File: config.mk
export PLATFORM = sky130hd
export DESIGN_NAME = nmea_rmc_position_parser_core
export DESIGN_NICKNAME = d
export VERILOG_FILES = /design/src/design/nrmc_pkg.sv /design/src/design/nrmc_parse.sv /design/src/design/nrmc_conv.sv /design/src/design/nrmc_commit.sv /design/src/design/nmea_rmc_position_parser_core.sv
export SDC_FILE = /design/constraint.sdc
export NUM_CORES = 2
export LEC_CHECK = 0
export BUFFER_PORTS_ARGS = -buffer_cell sky130_fd_sc_hd__buf_2
export CAP_MARGIN = 20
export CORE_MARGIN = 4
export CORE_UTILIZATION = 55
export CTS_CLUSTER_SIZE = 40
export DETAILED_ROUTE_END_ITERATION = 16
export MAX_ROUTING_LAYER = met4
export PLACE_DENSITY = 0.82
export SLEW_MARGIN = 20
export SYNTH_ARGS = -nofsm -noshare
export SYNTH_HDL_FRONTEND = slang
export SYNTH_SLANG_ARGS = --single-unit
File: constraint.sdc
create_clock -name i_clk -period 12.57 [get_ports i_clk]
set_input_delay 1.8855 -clock i_clk [delete_from_list [all_inputs] [get_ports i_clk]]
set_output_delay 1.8855 -clock i_clk [all_outputs]
set_load 0.005 [all_outputs]
File: src/design/nrmc_pkg.sv
package nrmc_pkg;

    // Default number of fraction digits kept for a coordinate.
    localparam int FRACTION_DIGITS_DEF = 5;

    // Field and result widths.
    localparam int WHOLE_W = 17;
    localparam int COORD_W = 31;
    localparam int LAT_W   = 30;
    localparam int LON_W   = 31;
    localparam int CHAR_W  = 8;

    // Saturation and clamp limits.
    localparam logic [WHOLE_W-1:0] WHOLE_MAX = 17'd131071;
    localparam logic [COORD_W-1:0] LAT_MAX   = 31'd900000000;
    localparam logic [COORD_W-1:0] LON_MAX   = 31'd1800000000;

    // One degree in output units.
    localparam logic [23:0] E7 = 24'd10000000;

    // Reciprocals for division by 100 (shift 24) and by 15 (shift 32).
    localparam logic [17:0] M100 = 18'd167772;
    localparam logic [31:0] M15  = 32'h1111_1111;

    // ASCII characters the parser looks for.
    localparam logic [CHAR_W-1:0] CH_DOLLAR = 8'h24;
    localparam logic [CHAR_W-1:0] CH_COMMA  = 8'h2C;
    localparam logic [CHAR_W-1:0] CH_NL     = 8'h0A;
    localparam logic [CHAR_W-1:0] CH_DOT    = 8'h2E;
    localparam logic [CHAR_W-1:0] CH_0      = 8'h30;
    localparam logic [CHAR_W-1:0] CH_9      = 8'h39;
    localparam logic [CHAR_W-1:0] CH_A      = 8'h41;
    localparam logic [CHAR_W-1:0] CH_C      = 8'h43;
    localparam logic [CHAR_W-1:0] CH_G      = 8'h47;
    localparam logic [CHAR_W-1:0] CH_M      = 8'h4D;
    localparam logic [CHAR_W-1:0] CH_N      = 8'h4E;
    localparam logic [CHAR_W-1:0] CH_P      = 8'h50;
    localparam logic [CHAR_W-1:0] CH_R      = 8'h52;

    // Field numbers within a sentence.
    localparam logic [3:0] FLD_PREFIX  = 4'd0;
    localparam logic [3:0] FLD_STATUS  = 4'd2;
    localparam logic [3:0] FLD_LAT     = 4'd3;
    localparam logic [3:0] FLD_LAT_DIR = 4'd4;
    localparam logic [3:0] FLD_LON     = 4'd5;
    localparam logic [3:0] FLD_LON_DIR = 4'd6;
    localparam logic [3:0] FLD_LAST    = 4'd15;

    // Prefix matcher positions: which character is expected next.
    localparam logic [2:0] PFX_IDLE   = 3'd0;
    localparam logic [2:0] PFX_G      = 3'd1;
    localparam logic [2:0] PFX_TALKER = 3'd2;
    localparam logic [2:0] PFX_R      = 3'd3;
    localparam logic [2:0] PFX_M      = 3'd4;
    localparam logic [2:0] PFX_C      = 3'd5;
    localparam logic [2:0] PFX_DONE   = 3'd6;
    localparam logic [2:0] PFX_FAIL   = 3'd7;

    // Updates to the stored fix that one received byte causes.
    typedef struct packed {
        logic              wr_valid;
        logic              valid_val;
        logic              wr_lat;
        logic              wr_lon;
        logic              wr_latdir;
        logic              wr_londir;
        logic [CHAR_W-1:0] dir_val;
        logic              emit;
        logic              clear_valid;
    } t_event;

    // Powers of ten up to one million.
    function automatic logic [19:0] pow10(input logic [2:0] n);
        logic [19:0] p;
        case (n)
            3'd0:    p = 20'd1;
            3'd1:    p = 20'd10;
            3'd2:    p = 20'd100;
            3'd3:    p = 20'd1000;
            3'd4:    p = 20'd10000;
            3'd5:    p = 20'd100000;
            3'd6:    p = 20'd1000000;
            default: p = 20'd1;
        endcase
        return p;
    endfunction

endpackage

File: src/design/nrmc_parse.sv
module nrmc_parse
    import nrmc_pkg::*;
#(
    parameter int FRACTION_DIGITS = FRACTION_DIGITS_DEF
) (
    input  logic                                     i_clk,
    input  logic                                     i_rst_n,
    input  logic                                     i_valid,
    output logic                                     o_ready,
    input  logic [CHAR_W-1:0]                        i_rx_byte,
    output logic                                     o_ev_valid,
    input  logic                                     i_ev_ready,
    output t_event                                   o_ev,
    output logic [WHOLE_W-1:0]                       o_whole,
    output logic [$clog2(10**FRACTION_DIGITS)-1:0]   o_frac,
    output logic [2:0]                               o_frac_cnt
);

    localparam int FW  = $clog2(10**FRACTION_DIGITS);
    localparam int FXW = FW + 4;

    // Input register.
    logic              r_byte_v;
    logic [CHAR_W-1:0] r_byte;

    // Sentence state.
    logic [3:0]         r_field, n_field;
    logic [2:0]         r_pos, n_pos;
    logic               r_matched, n_matched;
    logic [WHOLE_W-1:0] r_whole, n_whole;
    logic [FW-1:0]      r_frac, n_frac;
    logic [2:0]         r_cnt, n_cnt;
    logic [2:0]         r_flags, n_flags;

    // Event register toward the converter.
    logic               r_ev_valid;
    t_event             r_ev;
    logic [WHOLE_W-1:0] r_ev_whole;
    logic [FW-1:0]      r_ev_frac;
    logic [2:0]         r_ev_cnt;

    logic               en_ev;
    logic               fire;
    logic               first;
    logic               is_digit;
    logic [3:0]         digit;
    logic [20:0]        whole_next;
    logic [FXW-1:0]     frac_next;
    logic               pfx_ok;
    logic               end_matched;
    t_event             end_ev;
    t_event             ev;
    logic               ev_any;

    // The byte register moves on when the event register is free or draining.
    assign en_ev   = !r_ev_valid || i_ev_ready;
    assign fire    = r_byte_v && en_ev;
    assign o_ready = !r_byte_v || en_ev;

    // Character classes and digit accumulation.
    assign first      = !r_flags[0];
    assign is_digit   = r_byte inside {[CH_0:CH_9]};
    assign digit      = 4'(r_byte - CH_0);
    assign whole_next = 21'(r_whole) * 21'd10 + 21'(digit);
    assign frac_next  = FXW'(r_frac) * FXW'(10) + FXW'(digit);

    assign pfx_ok = (r_pos == PFX_G && r_byte == CH_G) ||
                    (r_pos == PFX_TALKER && (r_byte == CH_P || r_byte == CH_N)) ||
                    (r_pos == PFX_R && r_byte == CH_R) ||
                    (r_pos == PFX_M && r_byte == CH_M) ||
                    (r_pos == PFX_C && r_byte == CH_C);

    // What closing the current field commits to the stored fix.
    always_comb begin
        end_ev      = '0;
        end_matched = (r_field == FLD_PREFIX) ? (r_pos == PFX_DONE) : r_matched;
        if (r_field != FLD_PREFIX && r_matched) begin
            case (r_field)
                FLD_STATUS: begin
                    end_ev.wr_valid  = 1'b1;
                    end_ev.valid_val = r_flags[1];
                end
                FLD_LAT:     end_ev.wr_lat    = r_flags[0];
                FLD_LAT_DIR: end_ev.wr_latdir = !r_flags[0];
                FLD_LON:     end_ev.wr_lon    = r_flags[0];
                FLD_LON_DIR: end_ev.wr_londir = !r_flags[0];
                default: ;
            endcase
        end
    end

    // Per-byte sentence parsing.
    always_comb begin
        n_field   = r_field;
        n_pos     = r_pos;
        n_matched = r_matched;
        n_whole   = r_whole;
        n_frac    = r_frac;
        n_cnt     = r_cnt;
        n_flags   = r_flags;
        ev        = '0;
        case (r_byte)
            CH_DOLLAR: begin
                n_field   = FLD_PREFIX;
                n_pos     = PFX_G;
                n_matched = 1'b0;
                n_whole   = '0;
                n_frac    = '0;
                n_cnt     = '0;
                n_flags   = '0;
            end
            CH_COMMA: begin
                ev        = end_ev;
                n_matched = end_matched;
                if (r_field != FLD_LAST) begin
                    n_field = r_field + 4'd1;
                end
                n_whole = '0;
                n_frac  = '0;
                n_cnt   = '0;
                n_flags = '0;
            end
            CH_NL: begin
                ev             = end_ev;
                ev.emit        = 1'b1;
                ev.clear_valid = !end_matched;
                n_field        = FLD_PREFIX;
                n_pos          = PFX_IDLE;
                n_matched      = 1'b0;
                n_whole        = '0;
                n_frac         = '0;
                n_cnt          = '0;
                n_flags        = '0;
            end
            default: begin
                case (r_field)
                    FLD_PREFIX: n_pos = pfx_ok ? r_pos + 3'd1 : PFX_FAIL;
                    FLD_STATUS: begin
                        if (first && r_byte == CH_A) begin
                            n_flags[1] = 1'b1;
                        end
                        n_flags[0] = 1'b1;
                    end
                    FLD_LAT, FLD_LON: begin
                        // Numbers stop at the first character that is not part of one.
                        if (!r_flags[2]) begin
                            n_flags[0] = 1'b1;
                            if (is_digit) begin
                                if (!r_flags[1]) begin
                                    n_whole = (whole_next > 21'(WHOLE_MAX)) ?
                                              WHOLE_MAX : whole_next[WHOLE_W-1:0];
                                end else if (r_cnt < 3'(FRACTION_DIGITS)) begin
                                    n_frac = frac_next[FW-1:0];
                                    n_cnt  = r_cnt + 3'd1;
                                end
                            end else if (r_byte == CH_DOT && !r_flags[1]) begin
                                n_flags[1] = 1'b1;
                            end else begin
                                n_flags[2] = 1'b1;
                            end
                        end
                    end
                    FLD_LAT_DIR: begin
                        if (first && r_matched) begin
                            ev.wr_latdir = 1'b1;
                            ev.dir_val   = r_byte;
                        end
                        n_flags[0] = 1'b1;
                    end
                    FLD_LON_DIR: begin
                        if (first && r_matched) begin
                            ev.wr_londir = 1'b1;
                            ev.dir_val   = r_byte;
                        end
                        n_flags[0] = 1'b1;
                    end
                    default: ;
                endcase
            end
        endcase
    end

    assign ev_any = ev.wr_valid || ev.wr_lat || ev.wr_lon || ev.wr_latdir ||
                    ev.wr_londir || ev.emit || ev.clear_valid;

    // Control and sentence state.
    always_ff @(posedge i_clk) begin
        if (!i_rst_n) begin
            r_byte_v   <= 1'b0;
            r_ev_valid <= 1'b0;
            r_field    <= '0;
            r_pos      <= PFX_IDLE;
            r_matched  <= 1'b0;
            r_whole    <= '0;
            r_frac     <= '0;
            r_cnt      <= '0;
            r_flags    <= '0;
        end else begin
            if (o_ready) begin
                r_byte_v <= i_valid;
            end
            if (en_ev) begin
                r_ev_valid <= fire && ev_any;
            end
            if (fire) begin
                r_field   <= n_field;
                r_pos     <= n_pos;
                r_matched <= n_matched;
                r_whole   <= n_whole;
                r_frac    <= n_frac;
                r_cnt     <= n_cnt;
                r_flags   <= n_flags;
            end
        end
    end

    // Payload registers; accumulators are taken before this byte clears them.
    always_ff @(posedge i_clk) begin
        if (o_ready) begin
            r_byte <= i_rx_byte;
        end
        if (en_ev) begin
            r_ev       <= ev;
            r_ev_whole <= r_whole;
            r_ev_frac  <= r_frac;
            r_ev_cnt   <= r_cnt;
        end
    end

    assign o_ev_valid = r_ev_valid;
    assign o_ev       = r_ev;
    assign o_whole    = r_ev_whole;
    assign o_frac     = r_ev_frac;
    assign o_frac_cnt = r_ev_cnt;

endmodule

File: src/design/nrmc_conv.sv
module nrmc_conv
    import nrmc_pkg::*;
#(
    parameter int FRACTION_DIGITS = FRACTION_DIGITS_DEF
) (
    input  logic                                     i_clk,
    input  logic                                     i_rst_n,
    input  logic                                     i_valid,
    output logic                                     o_ready,
    input  t_event                                   i_ev,
    input  logic [WHOLE_W-1:0]                       i_whole,
    input  logic [$clog2(10**FRACTION_DIGITS)-1:0]   i_frac,
    input  logic [2:0]                               i_frac_cnt,
    output logic                                     o_valid,
    input  logic                                     i_ready,
    output t_event                                   o_ev,
    output logic [COORD_W-1:0]                       o_coord
);

    localparam int FW     = $clog2(10**FRACTION_DIGITS);
    localparam int PW     = FW + 20;
    localparam int STAGES = 5;

    // Stage valids and carried events.
    logic [STAGES-1:0] r_v;
    logic [STAGES-1:0] en;
    t_event            r_ev [STAGES];

    // Stage payloads.
    logic [WHOLE_W-1:0] r_w1;
    logic [10:0]        r_q1;
    logic [FW-1:0]      r_fs1;
    logic [10:0]        r_deg2;
    logic [6:0]         r_min2;
    logic [FW-1:0]      r_fs2;
    logic [29:0]        r_x3;
    logic [33:0]        r_degs3;
    logic [27:0]        r_y4;
    logic [23:0]        r_q4;
    logic [33:0]        r_degs4;
    logic [COORD_W-1:0] r_coord5;

    logic [34:0]        prod100;
    logic [PW-1:0]      frac_prod;
    logic [WHOLE_W-1:0] rem100;
    logic [29:0]        x_sum;
    logic [33:0]        degs;
    logic [59:0]        prod15;
    logic [27:0]        rem15;
    logic [23:0]        q15;
    logic [33:0]        v_sum;
    logic [COORD_W-1:0] limit;

    // A stage loads when it is empty or its successor moves.
    always_comb begin
        en[STAGES-1] = !r_v[STAGES-1] || i_ready;
        for (int s = STAGES - 2; s >= 0; s--) begin
            en[s] = !r_v[s] || en[s+1];
        end
    end
    assign o_ready = en[0];

    // Stage 1: whole part over 100 by reciprocal, fraction to full scale.
    assign prod100   = 35'(i_whole) * 35'(M100);
    assign frac_prod = PW'(i_frac) *
                       PW'(pow10(3'(FRACTION_DIGITS) - i_frac_cnt));

    // Stage 2: quotient correction gives degrees and whole minutes.
    assign rem100 = r_w1 - WHOLE_W'(WHOLE_W'(r_q1) * WHOLE_W'(100));

    // Stage 3: minutes times 1e7 and degrees times 1e7.
    assign x_sum = 30'(r_min2) * 30'(E7) +
                   30'(r_fs2) * 30'(pow10(3'(7 - FRACTION_DIGITS)));
    assign degs  = 34'(r_deg2) * 34'(E7);

    // Stage 4: divide by 60 as a shift by 2 and a reciprocal of 15.
    assign prod15 = 60'(r_x3[29:2]) * 60'(M15);

    // Stage 5: quotient correction, sum and clamp.
    assign rem15 = r_y4 - 28'(28'(r_q4) * 28'd15);
    assign q15   = (rem15 >= 28'd15) ? r_q4 + 24'd1 : r_q4;
    assign v_sum = r_degs4 + 34'(q15);
    assign limit = r_ev[3].wr_lat ? LAT_MAX : LON_MAX;

    always_ff @(posedge i_clk) begin
        if (!i_rst_n) begin
            r_v <= '0;
        end else begin
            if (en[0]) r_v[0] <= i_valid;
            for (int s = 1; s < STAGES; s++) begin
                if (en[s]) r_v[s] <= r_v[s-1];
            end
        end
    end

    always_ff @(posedge i_clk) begin
        if (en[0]) begin
            r_ev[0] <= i_ev;
            r_w1    <= i_whole;
            r_q1    <= prod100[34:24];
            r_fs1   <= frac_prod[FW-1:0];
        end
        if (en[1]) begin
            r_ev[1] <= r_ev[0];
            r_fs2   <= r_fs1;
            if (rem100 >= WHOLE_W'(100)) begin
                r_deg2 <= r_q1 + 11'd1;
                r_min2 <= 7'(rem100 - WHOLE_W'(100));
            end else begin
                r_deg2 <= r_q1;
                r_min2 <= 7'(rem100);
            end
        end
        if (en[2]) begin
            r_ev[2] <= r_ev[1];
            r_x3    <= x_sum;
            r_degs3 <= degs;
        end
        if (en[3]) begin
            r_ev[3] <= r_ev[2];
            r_y4    <= r_x3[29:2];
            r_q4    <= prod15[55:32];
            r_degs4 <= r_degs3;
        end
        if (en[4]) begin
            r_ev[4]  <= r_ev[3];
            r_coord5 <= (v_sum > 34'(limit)) ? limit : v_sum[COORD_W-1:0];
        end
    end

    assign o_valid = r_v[STAGES-1];
    assign o_ev    = r_ev[STAGES-1];
    assign o_coord = r_coord5;

endmodule

File: src/design/nrmc_commit.sv
module nrmc_commit
    import nrmc_pkg::*;
(
    input  logic               i_clk,
    input  logic               i_rst_n,
    input  logic               i_ev_valid,
    output logic               o_ev_ready,
    input  t_event             i_ev,
    input  logic [COORD_W-1:0] i_coord,
    output logic               o_valid,
    input  logic               i_ready,
    output logic               o_fix_valid,
    output logic [LAT_W-1:0]   o_latitude_e7,
    output logic [CHAR_W-1:0]  o_lat_hemisphere,
    output logic [LON_W-1:0]   o_longitude_e7,
    output logic [CHAR_W-1:0]  o_lon_hemisphere
);

    // Stored fix.
    logic              r_valid, n_valid;
    logic [LAT_W-1:0]  r_lat, n_lat;
    logic [LON_W-1:0]  r_lon, n_lon;
    logic [CHAR_W-1:0] r_latdir, n_latdir;
    logic [CHAR_W-1:0] r_londir, n_londir;

    // Result register.
    logic              r_out_valid;
    logic              r_out_fix;
    logic [LAT_W-1:0]  r_out_lat;
    logic [CHAR_W-1:0] r_out_latdir;
    logic [LON_W-1:0]  r_out_lon;
    logic [CHAR_W-1:0] r_out_londir;

    logic              accept;

    assign o_ev_ready = !r_out_valid || i_ready;
    assign accept     = i_ev_valid && o_ev_ready;

    // Apply this request's updates; a failed prefix clears the status last.
    always_comb begin
        n_valid  = i_ev.wr_valid ? i_ev.valid_val : r_valid;
        if (i_ev.clear_valid) begin
            n_valid = 1'b0;
        end
        n_lat    = i_ev.wr_lat    ? i_coord[LAT_W-1:0] : r_lat;
        n_lon    = i_ev.wr_lon    ? i_coord[LON_W-1:0] : r_lon;
        n_latdir = i_ev.wr_latdir ? i_ev.dir_val       : r_latdir;
        n_londir = i_ev.wr_londir ? i_ev.dir_val       : r_londir;
    end

    always_ff @(posedge i_clk) begin
        if (!i_rst_n) begin
            r_valid     <= 1'b0;
            r_lat       <= '0;
            r_lon       <= '0;
            r_latdir    <= '0;
            r_londir    <= '0;
            r_out_valid <= 1'b0;
        end else begin
            if (accept) begin
                r_valid  <= n_valid;
                r_lat    <= n_lat;
                r_lon    <= n_lon;
                r_latdir <= n_latdir;
                r_londir <= n_londir;
            end
            if (accept && i_ev.emit) begin
                r_out_valid <= 1'b1;
            end else if (i_ready) begin
                r_out_valid <= 1'b0;
            end
        end
    end

    // Result payload is a snapshot of the fix after this request's updates.
    always_ff @(posedge i_clk) begin
        if (accept && i_ev.emit) begin
            r_out_fix    <= n_valid;
            r_out_lat    <= n_lat;
            r_out_latdir <= n_latdir;
            r_out_lon    <= n_lon;
            r_out_londir <= n_londir;
        end
    end

    assign o_valid          = r_out_valid;
    assign o_fix_valid      = r_out_fix;
    assign o_latitude_e7    = r_out_lat;
    assign o_lat_hemisphere = r_out_latdir;
    assign o_longitude_e7   = r_out_lon;
    assign o_lon_hemisphere = r_out_londir;

endmodule

File: src/design/nmea_rmc_position_parser_core.sv
// NMEA 0183 RMC position parser. Feed received sentence bytes one request at a time on
// i_rx_byte; one byte is accepted per clock cycle when the output side keeps up. A '$'
// starts a sentence, commas count fields (empty ones included), and only $GPRMC and
// $GNRMC sentences update the stored fix. Every '\n' produces one result carrying the
// stored fix: the status flag ('A' seen and prefix matched), latitude and longitude
// magnitudes in units of 1e-7 degree (clamped at 90 and 180 degrees, fraction digits
// past FRACTION_DIGITS truncated) and the first character of each hemisphere field.
// A byte passes through the input register and the parser's event register, then a
// five-stage divide-by-constant pipeline turns ddmm.mmmm into degrees. Bytes that
// change no stored value leave no work in that pipeline. Only when a finished result
// is held waiting on i_ready and the pipeline behind it has filled does the block stop
// taking bytes.
module nmea_rmc_position_parser_core
    import nrmc_pkg::*;
#(
    parameter int FRACTION_DIGITS = FRACTION_DIGITS_DEF
) (
    input  logic              i_clk,
    input  logic              i_rst_n,
    input  logic              i_valid,
    output logic              o_ready,
    input  logic [CHAR_W-1:0] i_rx_byte,
    output logic              o_valid,
    input  logic              i_ready,
    output logic              o_fix_valid,
    output logic [LAT_W-1:0]  o_latitude_e7,
    output logic [CHAR_W-1:0] o_lat_hemisphere,
    output logic [LON_W-1:0]  o_longitude_e7,
    output logic [CHAR_W-1:0] o_lon_hemisphere
);

    localparam int FW = $clog2(10**FRACTION_DIGITS);

    logic               prs_valid;
    logic               prs_ready;
    t_event             prs_ev;
    logic [WHOLE_W-1:0] prs_whole;
    logic [FW-1:0]      prs_frac;
    logic [2:0]         prs_cnt;

    logic               cnv_valid;
    logic               cnv_ready;
    t_event             cnv_ev;
    logic [COORD_W-1:0] cnv_coord;

    // Sentence parser: field counting, prefix check and number accumulation.
    nrmc_parse #(
        .FRACTION_DIGITS (FRACTION_DIGITS)
    ) u_parse (
        .i_clk      (i_clk),
        .i_rst_n    (i_rst_n),
        .i_valid    (i_valid),
        .o_ready    (o_ready),
        .i_rx_byte  (i_rx_byte),
        .o_ev_valid (prs_valid),
        .i_ev_ready (prs_ready),
        .o_ev       (prs_ev),
        .o_whole    (prs_whole),
        .o_frac     (prs_frac),
        .o_frac_cnt (prs_cnt)
    );

    // Coordinate conversion to 1e-7 degree.
    nrmc_conv #(
        .FRACTION_DIGITS (FRACTION_DIGITS)
    ) u_conv (
        .i_clk      (i_clk),
        .i_rst_n    (i_rst_n),
        .i_valid    (prs_valid),
        .o_ready    (prs_ready),
        .i_ev       (prs_ev),
        .i_whole    (prs_whole),
        .i_frac     (prs_frac),
        .i_frac_cnt (prs_cnt),
        .o_valid    (cnv_valid),
        .i_ready    (cnv_ready),
        .o_ev       (cnv_ev),
        .o_coord    (cnv_coord)
    );

    // Stored fix and result register.
    nrmc_commit u_commit (
        .i_clk            (i_clk),
        .i_rst_n          (i_rst_n),
        .i_ev_valid       (cnv_valid),
        .o_ev_ready       (cnv_ready),
        .i_ev             (cnv_ev),
        .i_coord          (cnv_coord),
        .o_valid          (o_valid),
        .i_ready          (i_ready),
        .o_fix_valid      (o_fix_valid),
        .o_latitude_e7    (o_latitude_e7),
        .o_lat_hemisphere (o_lat_hemisphere),
        .o_longitude_e7   (o_longitude_e7),
        .o_lon_hemisphere (o_lon_hemisphere)
    );

endmodule

==> impl_metrics.py <==
metrics = {
    "synthesis": {
        "synth-adder-area-share_pct": 35.66,
        "postSynthRegisterBits": 598,
        "synth_fp_nets": 5978,
        "synth_simple_gate_area_share_pct": 9.471,
        "yosysSeqAreaShare_pct": 32.04,
        "netlist.top_cell.by_area": "edfxtp_1",
        "synth.cells.most_frequent": "inv_1, ha_1, edfxtp_1, fa_1, nand2_1",
        "synth-async-reset-ratio_pct": 0,
        "syn-mean-instance-area_sq_um": 10.94,
        "yosys-mux-area-fraction_pct": 3.874,
        "synth_xor_xnor_area_share_pct": 4.456,
        "yosysWarnings": 0,
        "synth_top_family_by_area": "adder cells",
        "synth_edf_count": 464,
        "yosysUniqueCellTypes": 92,
        "synth.most_common_cell": "inv_1",
        "synth_cells": 4741,
        "ys_dominant_reg_cell": "edfxtp_1",
        "synth_area_sq_um": 51870,
        "synthDominantCellAreaShare_pct": 26.86,
        "synth.top_cells.by_area": "edfxtp_1, ha_1, fa_1",
        "synth_compound_area_share_pct": 7.965,
    },
    "finish": {
        "fillCellCount": 7322,
        "layout.core_utilization_pct": 59.68,
        "final_layout_size_suffix_gt1_share_pct": 7.045,
        "fin_nets": 6054,
        "flow.area_growth_from_synthesis_pct": 7.548,
    },
    "sta": {
        "slew_headroom_pct": 27.91,
        "finalWorstPathRequiredPeriod_ns": 10.92,
        "timing.final.crit_share_pct": 86.90,
        "slew_viol_final": 0,
        "report.final.setup_viol": 0,
        "worst_pin_slew_ns": 1.077,
        "skew_ns": 0.07619,
        "fin_setup_tns_ns": 0,
        "hold_violations": 0,
        "fmaxAchievable_mhz": 91.55,
        "rsz_0062_raised_after_global_routing": "no",
    },
    "run_status": {
        "run_status": "finished, final reports clean",
    },
    "clocking": {
        "clk_root_buffer_cell": "clkbuf_16",
        "cts_made_buffers": 60,
        "cts.htree.levels": 2,
        "post-cts-setup-buffers": 0,
        "cts_tree": "yes",
        "clock_sink_count": 598,
        "worst_skew_pair.late_latency_ns": 0.69,
        "clkSlewWorstSetupHoldPaths_ns": 0.07,
        "cts_hold_buffers": 0,
        "cts.path.max_buffers": 3,
        "ctsResizeCount": 0,
    },
    "die": {
        "floorplan.io_pins": 92,
        "rows": 112,
        "fp.dieH_um": 315.1,
        "x_dimension_of_the_die_um": 315.1,
        "floorplan.initialDensity_pct": 55.49,
        "die-area_sq_um": 99280,
        "placeable_area_sq_um": 93470,
    },
    "setup_path": {
        "worst_path_max_delay_cell": "a31oi_4",
        "arrival_ns": 11.33,
        "crit_type": "flip-flop to flip-flop",
        "crit_path_start_kind": "flip-flop",
        "worst_path_largest_cell_delay_ns": 0.83,
        "kind_of_capture_point_of_the_worst_setup_path": "flip-flop",
        "path_max_fanout": 29,
        "cp_data_required_time_ns": 12.98,
    },
    "routing": {
        "vias": 33670,
        "wl_um": 106200,
        "drt_first_iter_violations": 2213,
        "detail_route.drc_violations": 0,
        "drt-pass1-iter-count": 6,
        "final_antenna_net_count": 0,
        "route.detailed.vias_per_inst": 5.497,
        "wl_per_cell_um": 17.34,
    },
    "grt": {
        "grt_util_all_layers_pct": 22.45,
        "initial_antenna_violation_count": 3,
        "grt_start_max_net_pins": 88,
        "grt_pass1_vias": 34810,
        "gr-total-overflow": 0,
        "first_pass_grt_wire_length_um": 177400,
    },
    "power": {
        "power_per_cell_area_nw_per_um2": 77.16,
        "power.ir.vdd_worst_v": 0.0001091,
        "leakagePower_nw": 28.42,
    },
    "hold_path": {
        "min-delay-path-class": "flip-flop to flip-flop",
    },
    "placement": {
        "post-dp-hpwl_um": 84050,
        "gp_congestion": 0.9226,
        "placement.io_buffers": 91,
    },
    "job": {
        "cap_viol_max_count": 0,
    },
}
[flip-flops by register name, indices dropped and copies added, names as in the netlist, 28 cells and up]
name and flops:
u_commit.r_lon 31, u_conv.r_y4 28, u_commit.r_lat 30, u_conv.o_coord 31
u_commit.o_latitude_e7 30, u_conv.r_x3 28, u_conv.r_ev 80, u_commit.o_longitude_e7 31
[routing by layer]
layer | vias to the layer above | wire length, um | share of wire (%) | global-route usage, %
met5 | - | 0 | 0 | -
met4 | 0 | 2592 | 2.4 | 5.423
met3 | 164 | 4567 | 4.3 | 2.439
met2 | 726 | 52400 | 49 | 37.93
met1 | 16440 | 46620 | 44 | 29.23
li1 | 16330 | - | - | -
[logic make-up (layout without fill, tap and decap cells)]
kind of cell	count (synthesis)	after routing
compound gates	635	635
simple gates	942	942
buf+inv	896	1024
xor+xnor	263	263
fa+ha+maj	1225	1225
other cells	0	2
mux	182	182
flops	598	598
[stage by stage]
step                std cells  instance area [sq um]  setup slack (ns)  total power [mW]  hold WS [ns]
floorplan                4741                  51870             3.317             2.393        0.4003
global placement         6009                  53660             1.992             2.472        0.4000
detailed placement       6009                  53660             1.782             2.469        0.4045
CTS                      6123                  55770             1.747             4.335        0.3640
global route             6124                  55780            0.5075             4.461        0.3790
finish                   6125                  55780             1.647             4.304        0.3724
[power by group]
| part | switching [mW] | total, mW | internal [mW] | leakage [nW] |
|---|---|---|---|---|
| Sequential | 0.00981 | 2.12 | 2.11 | 6.44 |
| Combinational | 0.190 | 0.317 | 0.127 | 21.0 |
| Clock | 0.792 | 1.87 | 1.08 | 1.02 |
[final timing paths]
kind / start / to / slack (ns) / cells past startpoint
worst max register to register: u_conv.r_q4[14]$_DFFE_PP_ / u_conv.o_coord[28]$_DFFE_PP_ / 1.65 / 38
worst min register to register: u_conv.r_ev[0][10]$_DFFE_PP_ / u_conv.r_ev[0][26]$_DFFE_PP_ / 0.37 / 0
worst min-delay path: u_conv.r_ev[0][10]$_DFFE_PP_ / u_conv.r_ev[0][26]$_DFFE_PP_ / 0.37 / 0
worst max-delay path: u_conv.r_q4[14]$_DFFE_PP_ / u_conv.o_coord[28]$_DFFE_PP_ / 1.65 / 38
[worst max-delay path, delay by kind of cell, from the launching register on]
kind	cells	cell delay (ns)
AOI/OAI and AO/OA	12	3.67
adders and majority gates	7	2.66
xor gates and xnor gates	2	0.30
and+or+nand+nor	11	2.36
DFF	1	0.53
buffers and inverters	4	0.35
muxes	2	0.70
[layout make-up]
type                            instances  area [sq um]  area share, %
Multi-Input combinational cell       3247         31900          57.19
Sequential cell                       598         16620          29.79
Inverter                              806          3027          5.426
Clock buffer                           71          1583          2.837
Tap cell                             1254          1569          2.813
Timing Repair Buffer                  104         553.0         0.9914
Clock inverter                         43         525.5         0.9421
Antenna cell                            2         5.005       0.008972
[placed cells by master (no fill, tap or decap), types with 66 or more instances in the layout]
master	n
and2_1	89
mux2_2	80
edfxtp_1	464
nor2_1	176
fa_1	422
ha_1	803
inv_1	802
mux2i_1	86
nor2b_1	126
o21ai_0	140
xnor2_1	197
nand2_1	209
dfxtp_1	134
nand3_1	66
buf_2	91
a21oi_1	159
(Power assumes the default switching activity.)
